==> src/hdl/gppc_pkg.sv <==
// Shared types, codes and reset values of the gait phase / pump pressure controller.
// Used by the channel interfaces, the register file, the step logic and the top level.
package gppc_pkg;

  typedef enum logic [1:0] {
    MODE_NO_CONTROL = 2'd0,
    MODE_CONTROL    = 2'd1,
    MODE_RESET      = 2'd2
  } mode_t;

  typedef enum logic [1:0] {
    PH_STANCE1 = 2'd0,
    PH_STANCE2 = 2'd1,
    PH_PUSH    = 2'd2,
    PH_PULL    = 2'd3
  } phase_t;

  typedef enum logic [2:0] {
    ACT_NONE    = 3'd0,
    ACT_STANCE1 = 3'd1,
    ACT_STANCE2 = 3'd2,
    ACT_PUSH    = 3'd3,
    ACT_PULL    = 3'd4,
    ACT_HOME    = 3'd5
  } action_t;

  typedef enum logic [1:0] {
    CMD_LEAVE = 2'd0,
    CMD_RUN   = 2'd1,
    CMD_STOP  = 2'd2
  } cmd_t;

  typedef enum logic [2:0] {
    REG_MID_TO_LATE   = 3'd0,
    REG_LATE_TO_PUSH  = 3'd1,
    REG_PUSH_TO_PULL  = 3'd2,
    REG_PULL_TO_STNC  = 3'd3,
    REG_EARLY_RETURN  = 3'd4,
    REG_FOOT_CONTACT  = 3'd5,
    REG_PRESS_TARGET  = 3'd6,
    REG_PRESS_BAND    = 3'd7
  } reg_idx_t;

  typedef logic signed [15:0] angle_t;
  typedef logic [11:0]        load_t;
  typedef logic signed [15:0] press_t;
  typedef logic [14:0]        band_t;

  localparam angle_t RST_EARLY_RETURN = -16'sd350;
  localparam load_t  RST_FOOT_CONTACT = 12'd500;
  localparam band_t  RST_PRESS_BAND   = 15'd500;

  typedef struct packed {
    angle_t mid_to_late_stance_angle;
    angle_t late_stance_to_push_angle;
    angle_t push_to_pull_angle;
    angle_t pull_to_stance_angle;
    angle_t early_return_angle;
    load_t  foot_contact_level;
    press_t pressure_target;
    band_t  pressure_band;
  } cfg_t;

  typedef struct packed {
    logic [1:0] control_mode;
    angle_t     ankle_angle;
    load_t      foot_load;
    press_t     line_pressure;
  } item_t;

  typedef struct packed {
    phase_t  phase;
    action_t phase_action;
    cmd_t    motor_command;
    logic    motor_on;
    logic    clear_valve_setpoints;
  } result_t;

endpackage

==> src/hdl/gppc_cfg_regs.sv <==
// Configuration register file: thresholds, contact level and pump set point.
// Depends on gppc_pkg for the register index codes and reset values.
module gppc_cfg_regs
  import gppc_pkg::*;
(
  input  logic        clk,
  input  logic        rst_n,
  input  logic        we,
  input  logic [2:0]  idx,
  input  logic [15:0] wdata,
  output cfg_t        cfg
);

  cfg_t cfg_r;
  cfg_t cfg_nxt;

  always_comb begin
    cfg_nxt = cfg_r;
    if (we) begin
      case (reg_idx_t'(idx))
        REG_MID_TO_LATE:  cfg_nxt.mid_to_late_stance_angle  = wdata;
        REG_LATE_TO_PUSH: cfg_nxt.late_stance_to_push_angle = wdata;
        REG_PUSH_TO_PULL: cfg_nxt.push_to_pull_angle        = wdata;
        REG_PULL_TO_STNC: cfg_nxt.pull_to_stance_angle      = wdata;
        REG_EARLY_RETURN: cfg_nxt.early_return_angle        = wdata;
        REG_FOOT_CONTACT: cfg_nxt.foot_contact_level        = wdata[11:0];
        REG_PRESS_TARGET: cfg_nxt.pressure_target           = wdata;
        REG_PRESS_BAND:   cfg_nxt.pressure_band             = wdata[14:0];
        default:          cfg_nxt = cfg_r;
      endcase
    end
  end

  always_ff @(posedge clk) begin
    if (!rst_n) begin
      cfg_r.mid_to_late_stance_angle  <= '0;
      cfg_r.late_stance_to_push_angle <= '0;
      cfg_r.push_to_pull_angle        <= '0;
      cfg_r.pull_to_stance_angle      <= '0;
      cfg_r.early_return_angle        <= RST_EARLY_RETURN;
      cfg_r.foot_contact_level        <= RST_FOOT_CONTACT;
      cfg_r.pressure_target           <= '0;
      cfg_r.pressure_band             <= RST_PRESS_BAND;
    end else begin
      cfg_r <= cfg_nxt;
    end
  end

  assign cfg = cfg_r;

endmodule

==> config.mk <==
export PLATFORM = sky130hd
export DESIGN_NAME = gppc_cfg_regs
export DESIGN_NICKNAME = d
export VERILOG_FILES = /design/src/hdl/gppc_pkg.sv /design/src/hdl/gppc_cfg_regs.sv
export SDC_FILE = /design/constraint.sdc
export NUM_CORES = 1
export LEC_CHECK = 0
export BUFFER_PORTS_ARGS = -buffer_cell sky130_fd_sc_hd__buf_4
export CAP_MARGIN = 20
export CORE_MARGIN = 4
export CORE_UTILIZATION = 40
export CTS_CLUSTER_DIAMETER = 150
export DETAILED_ROUTE_END_ITERATION = 6
export PLACE_DENSITY = 0.73
export SYNTH_ARGS = -nofsm -noshare
export SYNTH_HDL_FRONTEND = slang
export SYNTH_SLANG_ARGS = --single-unit
==> constraint.sdc <==
create_clock -name clk -period 3.1 [get_ports clk]
set_input_delay 0.155 -clock clk [delete_from_list [all_inputs] [get_ports clk]]
set_output_delay 0.155 -clock clk [all_outputs]
set_load 0.01 [all_outputs]
==> out/results.txt <==
status: complete, no violations
Die Area: 0.01334 mm2
synthesized flop and latch total: 123
CP max FO: 16
synth unique cells: 15
via count: 3572
antenna-violating nets left: 0
Num CTS Buffers: 17
Max Transition Viols Final: 0
worst-path cell chain: buf_4 -> or4b_1 -> mux2i_1
Hold Crit Class: in -> reg
endpoints failing hold: 0
Pwr Density: 614.2 mW/mm2
TritonCTS clock tree: built
synthesis-to-layout area growth: 39.02%
most frequent cells in the layout: buf_4 (153), mux2i_1 (123), dfxtp_1 (123)
Fillers: 983
CTS H-tree depth: 4
Die Span Y: 115.5 um
worst stage delay on the critical path: 940 ps
io pins: 145
Reg clk slew, reported paths: 60 ps
commonest non-fill, non-tap cell in the layout: buf_4
fmax: 801.3 MHz
final setup violating endpoints: 0
row count: 39
Vias per Instance: 4.853
Syn Nets: 466
highest-delay cell along the critical path: or4b_1
share of layout cells above drive strength 1: 31.53%
clk_skew: 0 ps
Worst slew margin: 40.45%
total leakage power: 3.186 nW
clk sink count: 123
period utilisation layout: 40.26%
largest net degree at the start of global routing: 87
post-route non-filler standard cell count: 736
Setup crit end kind: register
Final nets: 602
Peak VDD IR: 0.0002923 V
gr usage total: 19.62%
Seq/Total Area, Yosys: 53.25%
n_diodes: 0
yosys warns: 0
CTS root buf: clkbuf_16
Post-Route WL: 12910 um
mean area per synthesized cell: 10.42 um2
Starting Density: 40.67%
number of global-route vias before repair: 3673
placed insts: 704
WL/cell: 17.54 um
DR pass1 iterations: 5
Core ar.: 0.01137 mm2
Worst Path Arrival: 1490 ps
CP Data Required Time: 3340 ps
Mapped Cells: 444
Largest register FFs: 123
final worst slack: 1852 ps
count of hold-fix buffers inserted at cts: 0
postcts setup bufs: 0
port bufs: 144
Max Cap Viol: 0
DP HPWL: 9078 um
Mapped Area: 0.004624 mm2
worst slew pin tran: 893.3 ps
initial antenna violation count: 0
routability cong.: 0.7674
clock buffer depth: 2
drt first-iter violations: 161
Power, Total: 0.003949 W
fin crit period: 1248 ps
GRT overflow: 0
setup tns final: 0 ps
crit start category: primary input
RSZ-0062 raised after global routing: false
Placement Setup Slack: 1449 ps
post-cts repair resize count: 0
Setup Crit Path Kind: in -> reg
DRC: 0
die width: 115.5 um
first-pass GRT wire length: 19860 um
Clock Latency Late Sink: 400 ps
==> synthesized netlist by cell type (all sizes together) <==
master     n  share of area [%]
and4b      1               0.22
buf       16                2.3
clkbuf    20                1.6
dfxtp    123                 53
mux2i    123                 27
nand2    117                9.5
nand4      1               0.14
nand4b     3               0.57
nand4bb    1               0.24
nor2b     36                4.9
nor4bb     2               0.43
or4b       1               0.22
==> power by group <==
part	switching [W]	internal (W)
combinational	0.000142	0.000111
sequential	0.0000212	0.00162
clock	0.000722	0.00134
==> routing by layer <==
| layer | GRT usage [%] | vias up | routed length, um |
|---|---|---|---|
| met3 | 6.005 | 24 | 820 |
| met1 | 24.66 | 1692 | 5692 |
| met5 | 0 | - | 0 |
| li1 | - | 1738 | - |
| met2 | 31.10 | 118 | 6083 |
| met4 | 8.764 | 0 | 310 |
==> worst paths after layout <==
| check | from | to | slack (ps) | depth (start not counted) |
|---|---|---|---|---|
| worst max-delay path | idx[0] | cfg[118]$_SDFFE_PN0P_ | 1850 | 3 |
| worst min-delay path | wdata[13] | cfg[56]$_SDFFE_PN1P_ | 20 | 3 |
| worst max register to register | cfg[97]$_SDFFE_PN0P_ | cfg[97]$_SDFFE_PN0P_ | 2440 | 2 |
| worst min register to register | cfg[66]$_SDFFE_PN0P_ | cfg[66]$_SDFFE_PN0P_ | 460 | 2 |
==> stage by stage <==
step / utilization [%] / hold slack, ps / instance area, um2
after global routing: 56.54 / 12.54 / 6429
after global placement: 51.01 / 424.7 / 5799
after detailed placement: 51.01 / 435.5 / 5799
final: 56.54 / 19.60 / 6429
after CTS: 56.54 / 8.285 / 6429
after floorplan: - / 321.5 / 4624
==> cell type report <==
cell class	instances	area, um2	area share, %
Clock buffer	20	466.7	7.260
Clock inverter	12	162.7	2.530
Multi-Input combinational cell	285	2009	31.26
Sequential cell	123	2462	38.30
Tap cell	143	178.9	2.783
Timing Repair Buffer	153	1149	17.87
==> critical path: cells and delay by family <==
| family | cells | cell delay (ps) |
|---|---|---|
| multiplexers | 1 | 240 |
| buffers and inverters | 1 | 150 |
| AND/OR/NAND/NOR | 1 | 940 |
==> logic make-up after synthesis <==
kind of cell	count (synthesis)	synth area share, %
buffers and inverters	36	3.950
flip-flops	123	53.25
multiplexers	123	26.62
AND/OR/NAND/NOR	162	16.18
(Power assumes the default switching activity.)
