### config.mk
export PLATFORM = sky130hd
export DESIGN_NAME = gppc_step
export DESIGN_NICKNAME = d
export VERILOG_FILES = /design/src/hdl/gppc_pkg.sv /design/src/hdl/gppc_step.sv
export SDC_FILE = /design/constraint.sdc
export NUM_CORES = 1
export LEC_CHECK = 0
export BUFFER_PORTS_ARGS = -buffer_cell sky130_fd_sc_hd__buf_4
export CORE_UTILIZATION = 52
export DETAILED_ROUTE_END_ITERATION = 10
export PLACE_DENSITY_LB_ADDON = 0.2
export SETUP_SLACK_MARGIN = 0.4
export SYNTH_ARGS = -nofsm -noshare
export SYNTH_HDL_FRONTEND = slang
export SYNTH_SLANG_ARGS = --single-unit
### constraint.sdc
create_clock -name vclk -period 4.1
set_input_delay 0.205 -clock vclk [all_inputs]
set_output_delay 0.205 -clock vclk [all_outputs]
set_load 0.01 [all_outputs]
### src/hdl/gppc_pkg.sv
// Shared types, codes and reset values of the gait phase / pump pressure controller.
// Used by the channel interfaces, the register file, the step logic and the top level.
package gppc_pkg;

  typedef enum logic [1:0] {
    MODE_NO_CONTROL = 2'd0,
    MODE_CONTROL    = 2'd1,
    MODE_RESET      = 2'd2
  } mode_t;

  typedef enum logic [1:0] {
    PH_STANCE1 = 2'd0,
    PH_STANCE2 = 2'd1,
    PH_PUSH    = 2'd2,
    PH_PULL    = 2'd3
  } phase_t;

  typedef enum logic [2:0] {
    ACT_NONE    = 3'd0,
    ACT_STANCE1 = 3'd1,
    ACT_STANCE2 = 3'd2,
    ACT_PUSH    = 3'd3,
    ACT_PULL    = 3'd4,
    ACT_HOME    = 3'd5
  } action_t;

  typedef enum logic [1:0] {
    CMD_LEAVE = 2'd0,
    CMD_RUN   = 2'd1,
    CMD_STOP  = 2'd2
  } cmd_t;

  typedef enum logic [2:0] {
    REG_MID_TO_LATE   = 3'd0,
    REG_LATE_TO_PUSH  = 3'd1,
    REG_PUSH_TO_PULL  = 3'd2,
    REG_PULL_TO_STNC  = 3'd3,
    REG_EARLY_RETURN  = 3'd4,
    REG_FOOT_CONTACT  = 3'd5,
    REG_PRESS_TARGET  = 3'd6,
    REG_PRESS_BAND    = 3'd7
  } reg_idx_t;

  typedef logic signed [15:0] angle_t;
  typedef logic [11:0]        load_t;
  typedef logic signed [15:0] press_t;
  typedef logic [14:0]        band_t;

  localparam angle_t RST_EARLY_RETURN = -16'sd350;
  localparam load_t  RST_FOOT_CONTACT = 12'd500;
  localparam band_t  RST_PRESS_BAND   = 15'd500;

  typedef struct packed {
    angle_t mid_to_late_stance_angle;
    angle_t late_stance_to_push_angle;
    angle_t push_to_pull_angle;
    angle_t pull_to_stance_angle;
    angle_t early_return_angle;
    load_t  foot_contact_level;
    press_t pressure_target;
    band_t  pressure_band;
  } cfg_t;

  typedef struct packed {
    logic [1:0] control_mode;
    angle_t     ankle_angle;
    load_t      foot_load;
    press_t     line_pressure;
  } item_t;

  typedef struct packed {
    phase_t  phase;
    action_t phase_action;
    cmd_t    motor_command;
    logic    motor_on;
    logic    clear_valve_setpoints;
  } result_t;

endpackage

### src/hdl/gppc_step.sv
// Per-tick decision logic: gait phase step, phase action and pump hysteresis.
// Depends on gppc_pkg; purely combinational, state is held by the caller.
module gppc_step
  import gppc_pkg::*;
(
  input  item_t   item,
  input  cfg_t    cfg,
  input  phase_t  phase_cur,
  input  logic    pump_cur,
  output phase_t  phase_nxt,
  output logic    pump_nxt,
  output result_t res
);

  logic signed [17:0] press_x;
  logic signed [17:0] lo_bound;
  logic signed [17:0] hi_bound;
  logic               contact;
  phase_t             ph_step;

  // Bounds at full precision: 16-bit target plus or minus 15-bit band.
  assign press_x  = {{2{item.line_pressure[15]}}, item.line_pressure};
  assign lo_bound = {{2{cfg.pressure_target[15]}}, cfg.pressure_target}
                    - $signed({3'b000, cfg.pressure_band});
  assign hi_bound = {{2{cfg.pressure_target[15]}}, cfg.pressure_target}
                    + $signed({3'b000, cfg.pressure_band});
  assign contact  = item.foot_load >= cfg.foot_contact_level;

  // Advance at most one phase per tick.
  always_comb begin
    ph_step = phase_cur;
    case (phase_cur)
      PH_STANCE1: if (item.ankle_angle <= cfg.mid_to_late_stance_angle) ph_step = PH_STANCE2;
      PH_STANCE2: if (item.ankle_angle >= cfg.late_stance_to_push_angle) ph_step = PH_PUSH;
      PH_PUSH:    if (item.ankle_angle <= cfg.push_to_pull_angle) ph_step = PH_PULL;
      PH_PULL: begin
        if (item.ankle_angle >= cfg.pull_to_stance_angle ||
            (item.ankle_angle >= cfg.early_return_angle && contact))
          ph_step = PH_STANCE1;
      end
      default:    ph_step = phase_cur;
    endcase
  end

  always_comb begin
    phase_nxt                 = phase_cur;
    pump_nxt                  = 1'b0;
    res.phase_action          = ACT_NONE;
    res.motor_command         = CMD_STOP;
    res.clear_valve_setpoints = 1'b0;
    case (mode_t'(item.control_mode))
      MODE_NO_CONTROL: begin
        phase_nxt = phase_cur;
      end
      MODE_CONTROL: begin
        phase_nxt = ph_step;
        case (ph_step)
          PH_STANCE1: res.phase_action = ACT_STANCE1;
          PH_STANCE2: res.phase_action = ACT_STANCE2;
          PH_PUSH:    res.phase_action = ACT_PUSH;
          PH_PULL:    res.phase_action = ACT_PULL;
          default:    res.phase_action = ACT_NONE;
        endcase
        res.clear_valve_setpoints = (ph_step == PH_PULL);
        if (press_x < lo_bound && press_x > 18'sd0) begin
          res.motor_command = CMD_RUN;
          pump_nxt          = 1'b1;
        end else if (press_x > hi_bound) begin
          res.motor_command = CMD_STOP;
          pump_nxt          = 1'b0;
        end else begin
          res.motor_command = CMD_LEAVE;
          pump_nxt          = pump_cur;
        end
      end
      default: begin
        // Reset mode, and the unused mode code: home and restart the cycle.
        phase_nxt        = PH_STANCE1;
        res.phase_action = ACT_HOME;
      end
    endcase
    res.phase    = phase_nxt;
    res.motor_on = pump_nxt;
  end

endmodule

==> results of run 1 <==
[worst min-delay path, delay by kind of cell]
kind	cells	cell delay, ns
AOI/OAI and AO/OA	1	0.06
buffers and inverters	2	0.26
[placed cells by master, fill, tap and decap left out, types with 3 or more instances in the layout]
cell type / n
a211o_1: 3
nand3_1: 10
a21o_1: 19
nor2_2: 3
a31oi_1: 4
buf_6: 13
o21ai_2: 3
inv_1: 127
nor2_1: 43
o21bai_1: 4
buf_8: 3
xor2_1: 4
nor3_1: 10
ha_4: 8
nand2_1: 22
nor4_1: 5
ha_1: 149
a21oi_2: 5
o21a_1: 6
o211ai_1: 6
o21ai_1: 3
and3_1: 5
nand2b_1: 11
nor2b_1: 12
xnor2_1: 20
o21ai_0: 25
nand4_1: 16
and2_1: 3
a21oi_1: 46
buf_4: 203
a211oi_1: 6
[what timing repair did]
action	4_1_cts	5_1_grt
buffers inserted	23	8
gates resized for setup	30	53
endpoints found under the setup margin	4	4
pin swaps	25	41
[power by group through the flow]
stage	clock, mW	sequential, mW	combinational, mW
after floorplan	0	0	0.497
after global placement	0	0	0.759
after detailed placement	0	0	0.793
after CTS	0	0	0.856
after global routing	0	0	1.05
final	0	0	0.950
[metrics by stage]
| step | instances | hold slack, ns |
|---|---|---|
| 2_1_floorplan | 647 | 0.4432 |
| 3_3_place_gp | 934 | 0.7193 |
| 4_1_cts | 957 | 0.7256 |
| 5_1_grt | 965 | 0.7414 |
| 3_5_place_dp | 934 | 0.7256 |
| 6_report | 965 | 0.7321 |
[cells by family (layout without fill, tap and decap cells)]
logic type / after synthesis / in the layout / synth area share
compound gates: 164 / 164 / 0.2328
xor+xnor: 25 / 25 / 0.04644
fa+ha+maj: 161 / 161 / 0.4305
buf+inv: 141 / 351 / 0.1168
mux: 1 / 1 / 0.002388
simple gates: 155 / 155 / 0.1712
[worst max path at each step]
stage	end	slack (ns)	depth (start not counted)
after global routing	res[3]	-0.19	23
after global placement	res[1]	0.07	19
after CTS	res[3]	0.25	20
final	res[1]	-0.05	24
after detailed placement	res[1]	-0.15	19
after floorplan	res[1]	0.42	20
[metal layers]
layer / track usage / routed length, um / up-vias / part of all wire
li1: - / - / 2706 / -
met1: 0.3516 / 6331 / 2562 / 0.41
met2: 0.5688 / 7960 / 210 / 0.51
met3: 0.01079 / 733 / 45 / 0.047
met4: 0.08258 / 601 / 0 / 0.038
met5: 0 / 0 / - / 0
[final cells by class]
cell class	instances	area, um2	area share
Inverter	132	508.0	0.07432
Tap cell	108	135.1	0.01977
Multi-Input combinational cell	506	4477	0.6550
Timing Repair Buffer	219	1715	0.2510
==> impl_metrics.csv, run 1 <==
group,metric,value,unit
critical_path,worstSetupPathType,"primary input to output port",
logic_synthesis,synthDistinctLibCells,60,
worst_hold_path,hold_depth,3,
power_and_ir_drop,irDropWorstVdd,96.29,uV
power_and_ir_drop,switching_share,0.4958,
sta,layout_setup_ws,-0.04624,ns
outcome,status,"complete, but fails checks",
floorplan,die_h,97.22,um
critical_path,cpMostUsedCell,"buf_6",
floorplan,start_util,0.5380,
sta,drv_slew,0,
global_route,grt_max_degree,10,
logic_synthesis,synth_top_area_frac,0.4220,
critical_path,worst_setup_path_end_kind,"output port",
finish,nFillCells,613,
finish,nClkBuffers,0,
sta,fin_setup_tns,-0.1217,ns
finish,diodes,0,
global_route,grt_pass1_vias,5296,
placement,place_area,6222,um2
power_and_ir_drop,pwr-share-comb,1.000,
finish,synthToLayoutAreaGrowth,44.98,%
critical_path,cp_num_buf_inv,8,
critical_path,critical_path.startpoint,"cfg[0]",
floorplan,dieArea,9451,um2
global_route,antenna_found_initial,0,
finish,finalCoreUtilization,0.7800,
finish,nets,1192,
finish,drive_above_1_share,0.3174,
floorplan,dieWidth,97.22,um
critical_path,slowest_stage,"a2111oi_4",
critical_path,critPathArrivalTime,3.94,ns
logic_synthesis,synth_area_per_cell,7.287,um2
logic_synthesis,yosysMostFrequentCell,"ha_1",
finish,numSequentialCells,0,
critical_path,crit_path_max_fanout,2,
sta,setup_viol,3,
power_and_ir_drop,clockPowerShare,0,
logic_synthesis,synth_top_area_cell,"ha_1",
logic_synthesis,synth.yosys.seq_area_share,0,
critical_path,cp_top_family,"compound AO/OA/AOI/OAI gates",
worst_hold_path,holdPathEnd,"phase_nxt[1]",
placement,pre_cts_slack,-0.1531,ns
finish,seq_area,0,um2
run,drv_cap,0,
cts,cts_hold_buf,0,
logic_synthesis,synth_fp_nets,980,
sta,clock.fmax,0.2412,GHz
sta,period_needed,4.146,ns
finish,postLayoutCellArea,6835,um2
logic_synthesis,syn_area,4715,um2
sta,tightest_slew,0.5678,ns
placement,dp_hpwl,12230,um
critical_path,worstSetupStartpointType,"primary input",
worst_hold_path,min_path_type,"primary input to output port",
sta,grt_setup_unrepaired,"yes",
logic_synthesis,yosys-top-cells-area,"ha_1 (42%), inv_1 (11%), a21oi_1 (5.5%)",
power_and_ir_drop,power_frac_seq,0,
placement,portBuffers,184,
critical_path,path_cells,"buf_6 > ha_4 > inv_2 > fa_2 > o21bai_1 > a21oi_2 > o21ai_2 > buf_4 > buf_4 > buf_4 > buf_6 > buf_6 > a31oi_4 > xnor2_2 > ha_1 > a21oi_2 > nor2_1 > nor2_2 > a21oi_4 > a2111oi_4 > o41ai_2 > a31oi_1 > a21o_1 > buf_6",
route,drc,0,
logic_synthesis,synth_common_cells,"ha_1 (159), inv_1 (132), a21oi_1 (52), nor2_1 (46), o21ai_0 (31)",
sta,min_period_over_period,1.011,
worst_hold_path,hold_start,"item[45]",
logic_synthesis,ys_warn_count,0,
sta,relSlewSlack,0.6203,
global_route,grt_pass1_wl,23670,um
placement,routabilityCongestion,0.8869,
global_route,grt_usage,0.2948,
floorplan,io_pins,184,
floorplan,rows,34,
route,viasPerCell,5.723,
critical_path,worstPathRequired,3.89,ns
power_and_ir_drop,power_leakage,3.813,nW
power_and_ir_drop,p_total,950.4,uW
outcome,violations,"negative setup slack",
floorplan,core_area,8763,um2
route,vias,5523,
route,wl_per_cell,16.19,um
sta,hold_viol,0,
route,totalWireLength,15630,um
power_and_ir_drop,switching_power,471.2,uW
critical_path,critPathMaxStageDelay,0.37,ns
route,ant_nets,0,
power_and_ir_drop,p_per_area,139.0,nW/um2
global_route,overflow,0,
route,drt_iter0_drc,207,
route,firstDrtPassIters,4,
logic_synthesis,synthCells,647,
power_and_ir_drop,p_int,479.2,uW
Note: power is estimated with default switching activity, not from simulation.
==> run 2, diff against run 1 <==
BUFFER_PORTS_ARGS = -buffer_cell sky130_fd_sc_hd__buf_2   (was -buffer_cell sky130_fd_sc_hd__buf_4)
==> impl_metrics.csv, run 2 (synthesized netlist as in run 1, its figures left out) <==
group,metric,value,unit
global_route,use_met3,0.01079,
global_route,grt_max_degree,10,
global_route,grt_usage,0.2834,
finish,finalCoreUtilization,0.7286,
power_and_ir_drop,switching_power,466.8,uW
sta,grt_setup_unrepaired,"yes",
finish,synthToLayoutAreaGrowth,35.43,%
critical_path,worstSetupStartpointType,"primary input",
route,vias,5386,
sta,relSlewSlack,0.6102,
finish,final_cell_mix,"buf_2 (174), ha_1 (148), inv_1 (126)",
critical_path,cp_num_buf_inv,2,
sta,min_period_over_period,0.9628,
finish,fin_cells,961,
global_route,grt_pass1_vias,5159,
critical_path,critPathArrivalTime,3.74,ns
floorplan,dieArea,9451,um2
route,viasPerCell,5.605,
power_and_ir_drop,clockPowerShare,0,
placement,dp_hpwl,11790,um
finish,layout_commonest_cell,"buf_2",
sta,hold_viol,0,
floorplan,io_pins,184,
finish,nClkBuffers,0,
sta,setup_viol,0,
sta,layout_setup_ws,0.1526,ns
critical_path,worstPathRequired,3.89,ns
critical_path,worst_setup_path_end_kind,"output port",
finish,nets,1188,
power_and_ir_drop,irDropWorstVdd,99.61,uV
run,drv_cap,0,
finish,nFillCells,677,
finish,numSequentialCells,0,
finish,seq_area,0,um2
critical_path,worstSetupPathType,"primary input to output port",
critical_path,slowest_stage,"or4_1",
route,drt_iter0_drc,150,
worst_hold_path,min_path_type,"primary input to output port",
finish,drive_above_1_share,0.3142,
power_and_ir_drop,power_leakage,3.649,nW
sta,drv_slew,0,
sta,tightest_slew,0.5829,ns
floorplan,dieWidth,97.22,um
route,drc,0,
route,wl_per_cell,15.72,um
floorplan,core_area,8763,um2
critical_path,critPathMaxStageDelay,0.41,ns
power_and_ir_drop,pwr-share-comb,1.000,
power_and_ir_drop,p_per_area,139.9,nW/um2
placement,place_inst,935,
route,totalWireLength,15100,um
floorplan,die_h,97.22,um
floorplan,rows,34,
route,firstDrtPassIters,4,
placement,portBuffers,184,
sta,period_needed,3.947,ns
critical_path,crit_path_max_fanout,3,
placement,routabilityCongestion,0.8863,
global_route,overflow,0,
route,ant_nets,0,
global_route,gr-usage-met1,0.3267,
global_route,antenna_found_initial,0,
power_and_ir_drop,switching_share,0.5227,
finish,diodes,0,
global_route,grt_util_met2,0.5655,
outcome,status,"completed",
critical_path,cp_top_family,"compound AO/OA/AOI/OAI gates",
global_route,grt-busiest-layer,"met2",
placement,pre_cts_slack,-0.2061,ns
sta,clock.fmax,0.2533,GHz
finish,multi_input_area,4503,um2
floorplan,start_util,0.5380,
power_and_ir_drop,p_int,426.3,uW
global_route,grt_pass1_wl,22830,um
power_and_ir_drop,power_frac_seq,0,
critical_path,path_cells,"buf_8 > ha_4 > or3_1 > o221a_2 > nor4_4 > o41ai_2 > a221o_1 > or4_1 > nand4_1 > ha_4 > nand3_4 > a21oi_4 > a2111oi_4 > o41ai_2 > a31oi_1 > a21o_1 > buf_2",
run 2: repair_timing:
item | in CTS | in global routing
pin swaps | 32 | 28
gates resized for setup | 56 | 32
setup endpoints to repair | 4 | 4
buffers inserted | 17 | 9
hold buffers | 0 | 0
run 2: power groups by stage:
stage / Sequential (mW) / Clock (mW) / Combinational, mW
final: 0 / 0 / 0.893
after global routing: 0 / 0 / 0.988
after CTS: 0 / 0 / 0.824
after detailed placement: 0 / 0 / 0.741
after global placement: 0 / 0 / 0.708
after floorplan: 0 / 0 / 0.497
run 2: through the flow:
| step | hold slack [ns] | cell area, um2 | TNS (ns) | power (mW) |
|---|---|---|---|---|
| after floorplan | 0.4432 | 4735 | 0 | 0.4971 |
| after global placement | 0.7167 | 5769 | 0 | 0.7080 |
| after detailed placement | 0.7184 | 5769 | -0.5424 | 0.7412 |
| after CTS | 0.7158 | 6163 | 0 | 0.8242 |
| after global routing | 0.7446 | 6385 | 0 | 0.9881 |
| final | 0.7175 | 6385 | 0 | 0.8931 |
run 2: area by class of cell:
class / count / area share
Inverter: 132 / 0.07878
Multi-Input combinational cell: 506 / 0.7053
Tap cell: 108 / 0.02116
Timing Repair Buffer: 215 / 0.1948
run 2: routing by layer:
| metal | vias up | share of wire |
|---|---|---|
| met5 | - | 0 |
| met4 | 0 | 0.032 |
| met3 | 37 | 0.044 |
| met2 | 186 | 0.52 |
| met1 | 2469 | 0.40 |
| li1 | 2694 | - |
run 2: path summary, 6_finish.rpt:
| path | startpoint | to | slack [ns] | cells past startpoint |
|---|---|---|---|---|
| max | cfg[20] | res[1] | 0.15 | 17 |
| min | pump_cur | pump_nxt | 0.72 | 3 |
